===== src/sv/cbkr_pkg.sv =====
`timescale 1ns / 1ps
// ----------------------------------------------------------------------------
// cbkr_pkg
// Shared types and constants of the cubic B-spline knot removal block.
// ----------------------------------------------------------------------------
package cbkr_pkg;
   localparam int MaxKnots   = 64;
   localparam int MaxColumns = 64;
   localparam int MaxDim     = 4;
   localparam int FracBits   = 16;

   localparam logic [1:0] KIND_WR_KNOT = 2'd0;
   localparam logic [1:0] KIND_WR_COEF = 2'd1;
   localparam logic [1:0] KIND_RD_KNOT = 2'd2;
   localparam logic [1:0] KIND_RD_COEF = 2'd3;

   localparam logic [1:0] ST_OK    = 2'd0;
   localparam logic [1:0] ST_RANGE = 2'd1;
   localparam logic [1:0] ST_SPAN  = 2'd2;
   localparam logic [1:0] ST_ALPHA = 2'd3;

   localparam logic [1:0] REG_REMOVE = 2'd0;
   localparam logic [1:0] REG_KNOTS  = 2'd1;
   localparam logic [1:0] REG_COEFS  = 2'd2;
   localparam logic [1:0] REG_DIM    = 2'd3;

   typedef enum logic [4:0] {
      S_IDLE, S_KRD, S_KWAIT, S_CRD, S_CWAIT,
      S_K0, S_K1, S_K2, S_A1, S_A1W, S_C4, S_C5, S_P1, S_D1, S_D1W,
      S_K3, S_K4, S_A2, S_A2W, S_C3, S_P2, S_D2, S_D2W, S_OUT
   } state_type;

   typedef struct packed {
      logic start;
      logic signed [63:0] num;
      logic signed [63:0] den;
   } div_req_type;
endpackage


===== src/sv/cbkr_div.sv =====
`timescale 1ns / 1ps
// ----------------------------------------------------------------------------
// cbkr_div
// Iterative fixed-point divider: trunc(n*2^F/d), saturated to 32 bits.
// ----------------------------------------------------------------------------
module cbkr_div import cbkr_pkg::*; (
   input  logic               clock,
   input  logic               reset,
   input  div_req_type        req,
   output logic               busy,
   output logic signed [31:0] quot
);
   localparam int Steps = 48 + FracBits;

   logic [63:0] ud_ff, ud_in;
   logic [63:0] rem_ff, rem_in;
   logic [Steps-1:0] q_ff, q_in;
   logic [63:0] un_ff, un_in;
   logic neg_ff, neg_in;
   logic [6:0] cnt_ff, cnt_in;
   logic run_ff, run_in;
   logic [64:0] trial;

   always_comb begin
      ud_in = ud_ff; rem_in = rem_ff; q_in = q_ff; un_in = un_ff;
      neg_in = neg_ff; cnt_in = cnt_ff; run_in = run_ff;
      trial = {rem_ff, 1'b0};
      if (req.start) begin
         neg_in = req.num[63] ^ req.den[63];
         un_in  = req.num[63] ? 64'(-req.num) : req.num;
         ud_in  = req.den[63] ? 64'(-req.den) : req.den;
         rem_in = '0;
         q_in   = '0;
         cnt_in = 7'd0;
         run_in = 1'b1;
      end else if (run_ff) begin
         // one bit of (un << F) per cycle, numerator bits 47 down to 0 then F zeros
         trial = {rem_ff, (cnt_ff < 7'd48) ? un_ff[6'(7'd47 - cnt_ff)] : 1'b0};
         if (trial >= {1'b0, ud_ff}) begin
            rem_in = 64'(trial - {1'b0, ud_ff});
            q_in   = {q_ff[Steps-2:0], 1'b1};
         end else begin
            rem_in = trial[63:0];
            q_in   = {q_ff[Steps-2:0], 1'b0};
         end
         cnt_in = cnt_ff + 7'd1;
         if (cnt_ff == 7'(Steps - 1)) run_in = 1'b0;
      end
   end

   always_ff @(posedge clock) begin
      if (reset) begin
         run_ff <= 1'b0;
         cnt_ff <= '0;
      end else begin
         run_ff <= run_in;
         cnt_ff <= cnt_in;
      end
      ud_ff <= ud_in; rem_ff <= rem_in; q_ff <= q_in; un_ff <= un_in; neg_ff <= neg_in;
   end

   assign busy = run_ff | req.start;

   always_comb begin
      if (neg_ff) quot = (q_ff > Steps'(64'h8000_0000)) ? 32'sh8000_0000 : 32'(-q_ff);
      else        quot = (q_ff > Steps'(64'h7FFF_FFFF)) ? 32'sh7FFF_FFFF : q_ff[31:0];
   end
endmodule


===== config.mk =====
export PLATFORM = sky130hd
export DESIGN_NAME = cbkr_div
export DESIGN_NICKNAME = d
export VERILOG_FILES = /design/src/sv/cbkr_pkg.sv /design/src/sv/cbkr_div.sv
export SDC_FILE = /design/constraint.sdc
export NUM_CORES = 1
export LEC_CHECK = 0
export BUFFER_PORTS_ARGS = -buffer_cell sky130_fd_sc_hd__buf_2
export CAP_MARGIN = 15
export CORE_ASPECT_RATIO = 1.75
export CORE_MARGIN = 2
export CORE_UTILIZATION = 55
export CTS_CLUSTER_DIAMETER = 120
export CTS_CLUSTER_SIZE = 30
export DETAILED_ROUTE_END_ITERATION = 10
export GPL_ROUTABILITY_DRIVEN = 0
export GPL_TIMING_DRIVEN = 1
export PLACE_DENSITY = 0.75
export SYNTH_ARGS = -nofsm -noshare
export SYNTH_HDL_FRONTEND = slang
export SYNTH_SLANG_ARGS = --single-unit

===== constraint.sdc =====
create_clock -name clock -period 7.75 [get_ports clock]
set_clock_uncertainty 0.15 [all_clocks]
set_input_delay 0.3875 -clock clock [delete_from_list [all_inputs] [get_ports clock]]
set_output_delay 0.3875 -clock clock [all_outputs]
set_load 0.005 [all_outputs]

Word level (Yosys, flattened, before mapping)
Index checks and enable logic that the tools add are counted.

word-level totals
  bits in registers = 265
  latch bits = 0
  bits in writable memories = 0
  ROM bits = 0
  input port bits = 131
  output and inout bits = 33
  memories = 0

cells by class
  $add $sub $neg = 6
  multipliers = 0
  div/mod/pow operators = 0
  order comparisons = 5
  equality and inequality tests = 1
  shifts and indexed selects = 0
  mux-type cells = 13
  bitwise operators = 2
  reduce and logical (&&, ||, !) cells = 1

operators by type and width
  kind                                                                     count
  64-bit negator                                                           2
  63-bit 2-to-1 mux                                                        2
  32-bit 2-to-1 mux                                                        3
  65-bit by 64-bit greater-or-equal comparator with 1-bit output           1
  64-bit by 31-bit > comparator with 1-bit output (second input constant)  1
  64-bit by 32-bit > comparator with 1-bit output (second input constant)  1
  64-bit 2-to-1 mux                                                        1
  64-bit subtractor                                                        1
  32-bit negator                                                           1
  7-bit by 1-bit adder with 7-bit output (second input constant)           1
  7-bit by 6-bit equality test with 1-bit output (second input constant)   1
  6-bit by 7-bit < comparator with 1-bit output (second input constant)    1
  7-bit by 6-bit < comparator with 1-bit output (second input constant)    1
  1-bit binary-select mux with 6-bit select                                1
  1-bit 2-to-1 mux                                                         6
  6-bit subtractor (first input constant)                                  1
  2-bit OR reduction                                                       1
  1-bit OR                                                                 1
  1-bit bitwise XOR                                                        1

Logic depth before layout (Yosys ltp)
  depth in word-level cells = 6
  gate-level depth with buffers = 21
  gate-level depth less buffers = 17

Worst setup path before layout
No wires, ideal clock.

  path type = reg-to-reg
  start = register cnt_ff[0]
  end = register rem_ff[35]
  setup time = 122 ps
  arrival time = 5560 ps
  data required time = 7478 ps
  setup slack = 1918 ps
  stages on the path, launching flop included = 21
  period minus slack after synthesis = 5832 ps
  cell sequence = dfxtp_1 -> clkbuf_1 -> buf_1 -> mux4_2 -> mux4_2 -> mux2i_1 -> o21ai_0 -> o211ai_1 -> ha_1 -> nor2b_1 -> o21ba_2 -> o211ai_1 -> a211oi_1 -> o31ai_1 -> a211oi_1 -> or4b_1 -> a31o_2 -> clkbuf_1 -> buf_2 -> buf_2 -> o311a_1

on the way
  cells in the longest elaborated chain, start to end = 6

RTL lines
  item                                                                                                        RTL line                        source
  start: declaration                                                                                          cbkr_div.sv:20                  logic [6:0] cnt_ff, cnt_in;
  start signal: assignment                                                                                    cbkr_div.sv:57                  cnt_ff <= cnt_in;
  6-bit subtractor                                                                                            cbkr_div.sv:38                  trial = {rem_ff, (cnt_ff < 7'd48) ? un_ff[6'(7'd47 - cnt_ff)] : 1'b0};
  1-bit binary-select mux with 6-bit select                                                                   cbkr_div.sv:38
  1-bit 2-to-1 mux (not written as such)                                                                      cbkr_div.sv:38
  1-bit 2-to-1 mux *                                                                                          cbkr_div.sv:38
  64-bit subtractor / 65-bit by 64-bit greater-or-equal comparator with 1-bit output (equally long branches)  cbkr_div.sv:40, cbkr_div.sv:39
  64-bit 2-to-1 mux *                                                                                         cbkr_div.sv:39                  if (trial >= {1'b0, ud_ff}) begin
  end signal: assignment                                                                                      cbkr_div.sv:59                  ud_ff <= ud_in; rem_ff <= rem_in; q_ff <= q_in; un_ff <= un_in; neg_ff <= neg_in;
  end: declaration                                                                                            cbkr_div.sv:16                  logic [63:0] rem_ff, rem_in;

Every way passes the cells marked *; elsewhere a longest branch is shown, timed or not. The select of a mux whose other input is x is not followed.
A chain may end at the register's enable or synchronous reset.

Worst setup path in the final report
  start = register cnt_ff[0]
  end = register rem_ff[10]

Same word-level chain as after synthesis.

==> reports/results.ini <==
[logic_synthesis]
synth.area.top_cells=edfxtp_1 (22%), dfxtp_1 (16%), xnor2_1 (7.2%)
synth_edf_count=129
ys_seq_area_frac=0.376
synth_cell_types=75
synth_area_um2=17500
syn-num-nets=2104
ys.flop_type=dfxtp_1
synthCells=1903
synthArstFlopShare=0
synth_top_area_share=0.221
synth_warnings=0
synth_commonest_cells=nor2_1 (192), xnor2_1 (144), dfxtp_1 (136)
yosysMostFrequentCell=nor2_1
syn_avg_cell_area_um2=9.22
yosys_register_bits=265
synth_top_area_cell=edfxtp_1

[sta]
layout_setup_ws_ps=1350
worstMarginPinSlew_ps=1330
rsz0062_at_grt=false
slew_violations=0
fin_crit_sh=0.825
fin_setup_tns_ps=0
relSlewSlack=0.105
final_hold_viol_count=0
fin_crit_ps=6400
setup_viol=0
fmax_mhz=156

[detailed_routing]
first_pass_iters=5
drc=0
drt_iter0_markers=734
route.vias.total=14800
routedWlPerCell_um=17.8
wirelength_um=42500
antenna_left=0
via_per_inst=6.17

[floorplanning]
fp.dieW_um=139
num_io_pins=164
start_util=0.558
die_h_um=240
coreArea_um2=31400
dieArea_um2=33400
rows=86

[cts]
post_cts_resized=0
htree_num_levels=1
numCtsBuffers=12
cts.sinks=265
cts_buffer_depth=3
cts.clk_slew.worst_paths_ps=120
clock_latency_ps=500
cts_tree=built
clockRootBuffer=clkbuf_16

[critical_path]
crit_buf_inv=1
arrival_ps=6640
worstSetupEndpointType=register
crit_chain=buf_4 -> mux4_2 -> mux4_2 -> mux2i_1 -> o21ai_0 -> o211ai_1 -> ha_1 -> nor2b_1 -> o21ba_2 -> o211ai_1 -> a211oi_1 -> o31ai_1 -> a211oi_1 -> or4b_1 -> a31o_4 -> or3_1 -> o211a_1
crit_family=compound AO/OA/AOI/OAI gates
crit_type=reg2reg
rrSetupSlack_ps=1350
critical_path_peak_fanout=59
critPathSlowestCell=dfxtp_1
start_kind=register
slowest_delay_ps=870
critPathRequiredTime_ps=8000

[hold_path]
hp-class=in2reg

[grt]
grt-ovfl-total=0
grt_pass1_wl_um=68400
antenna_found_initial=7
grt_pass1_vias=14300
grt_max_degree=103
grt_usage=0.245

[pwr]
cellPowerDensity_nw_per_um2=180
peakVddDrop_v=0.000163
p_leak_uw=0.00754

[layout]
fill_cells=2760
fin_util=0.603
drive_above_1_share=0.122
syn2layout_area_growth_pct=8.02
nets=2190

[status]
status=complete, no violations

[placement]
dp_hpwl_um=31800
place_ws_ps=1320
io_buffers=163

[run]
maxCapViolations=0

[area by class of cell]
class                           count  area (µm²)  area share
Timing Repair Buffer              174         931      0.0491
Tap cell                          396         495      0.0262
Antenna cell                        3        7.51    0.000396
Multi-Input combinational cell   1441       10200       0.538
Sequential cell                   265        6600       0.348
Clock buffer                       18         344      0.0182
Inverter                           95         357      0.0188
Clock inverter                      2        8.76    0.000462
[repair_timing]
| action | in CTS | in global routing |
|---|---|---|
| setup buffers | 0 | 0 |
| setup endpoints to repair | 0 | 0 |
| hold buffers | 3 | 0 |
| hold endpoints to repair | 3 | 0 |
[registers in the layout, indices dropped and copies added (netlist names)]
signal / flops
rem_ff: 64
cnt_ff: 7
q_ff: 64
ud_ff: 64
run_ff: 1
un_ff: 64
neg_ff: 1
[final timing paths]
path                                              start                 endpoint  cells after the start
worst max-delay path             cnt_ff[0]$_SDFFE_PP0P_  rem_ff[10]$_SDFFE_PP0P_                     17
worst min-delay path                            req[40]      ud_ff[40]$_DFFE_PP_                      2
worst max register to register   cnt_ff[0]$_SDFFE_PP0P_  rem_ff[10]$_SDFFE_PP0P_                     17
worst min register to register  rem_ff[41]$_SDFFE_PP0P_  rem_ff[41]$_SDFFE_PP0P_                      2
[kinds of logic (layout without fill, tap and decap cells)]
family	after synthesis	after routing	synth area share
adder cells (fa/ha/maj)	70	70	0.0504
AND/OR/NAND/NOR	572	572	0.165
buffers and inverters	197	289	0.0427
multiplexers	140	140	0.0943
other	0	3	0
flip-flops	265	265	0.376
XOR/XNOR	179	179	0.0894
AO/OA/AOI/OAI	480	480	0.182
[metrics by stage]
step,hold slack (ps),power [µW],cells,instance area [µm²]
final,47.5,3400,2394,18900
after global routing,35.6,3570,2393,18900
after CTS,29.0,3410,2390,18900
after detailed placement,326,2670,2367,18500
after global placement,314,2640,2366,18500
after floorplan,300,2390,1903,17500
[where the power goes]
group / switching (µW) / internal [µW]
registers: 62.2 / 1590
clock network: 433 / 315
logic: 584 / 420
[placed cells by master, fill, tap and decap left out, types with 11 or more instances in the layout]
master     instances
nor2_1           192
buf_2            162
xnor2_1          144
dfxtp_1          135
edfxtp_1         129
o21ai_0          123
mux2i_1          118
nand2_1          114
inv_1             95
a21oi_1           93
ha_1              69
a211oi_1          62
o31ai_1           35
a21o_1            35
xor2_1            35
nand4_1           34
nor3_1            34
or3_1             28
nand3_1           28
or4_1             27
o41ai_1           21
mux4_2            20
nor4_1            20
nand2b_1          19
o211a_1           14
clkbuf_16         13
o311ai_0          12
a31oi_1           11
o21bai_1          11
[routing by layer]
| layer | global-route usage | up-vias | share of wire |
|---|---|---|---|
| met2 | 0.477 | 418 | 0.54 |
| met4 | 0.127 | 10 | 0.053 |
| met5 | 0 | - | 0.0013 |
| met3 | 0.0281 | 150 | 0.037 |
| li1 | - | 7206 | - |
| met1 | 0.257 | 6990 | 0.37 |
No activity file was read; power rests on OpenSTA's default activity.
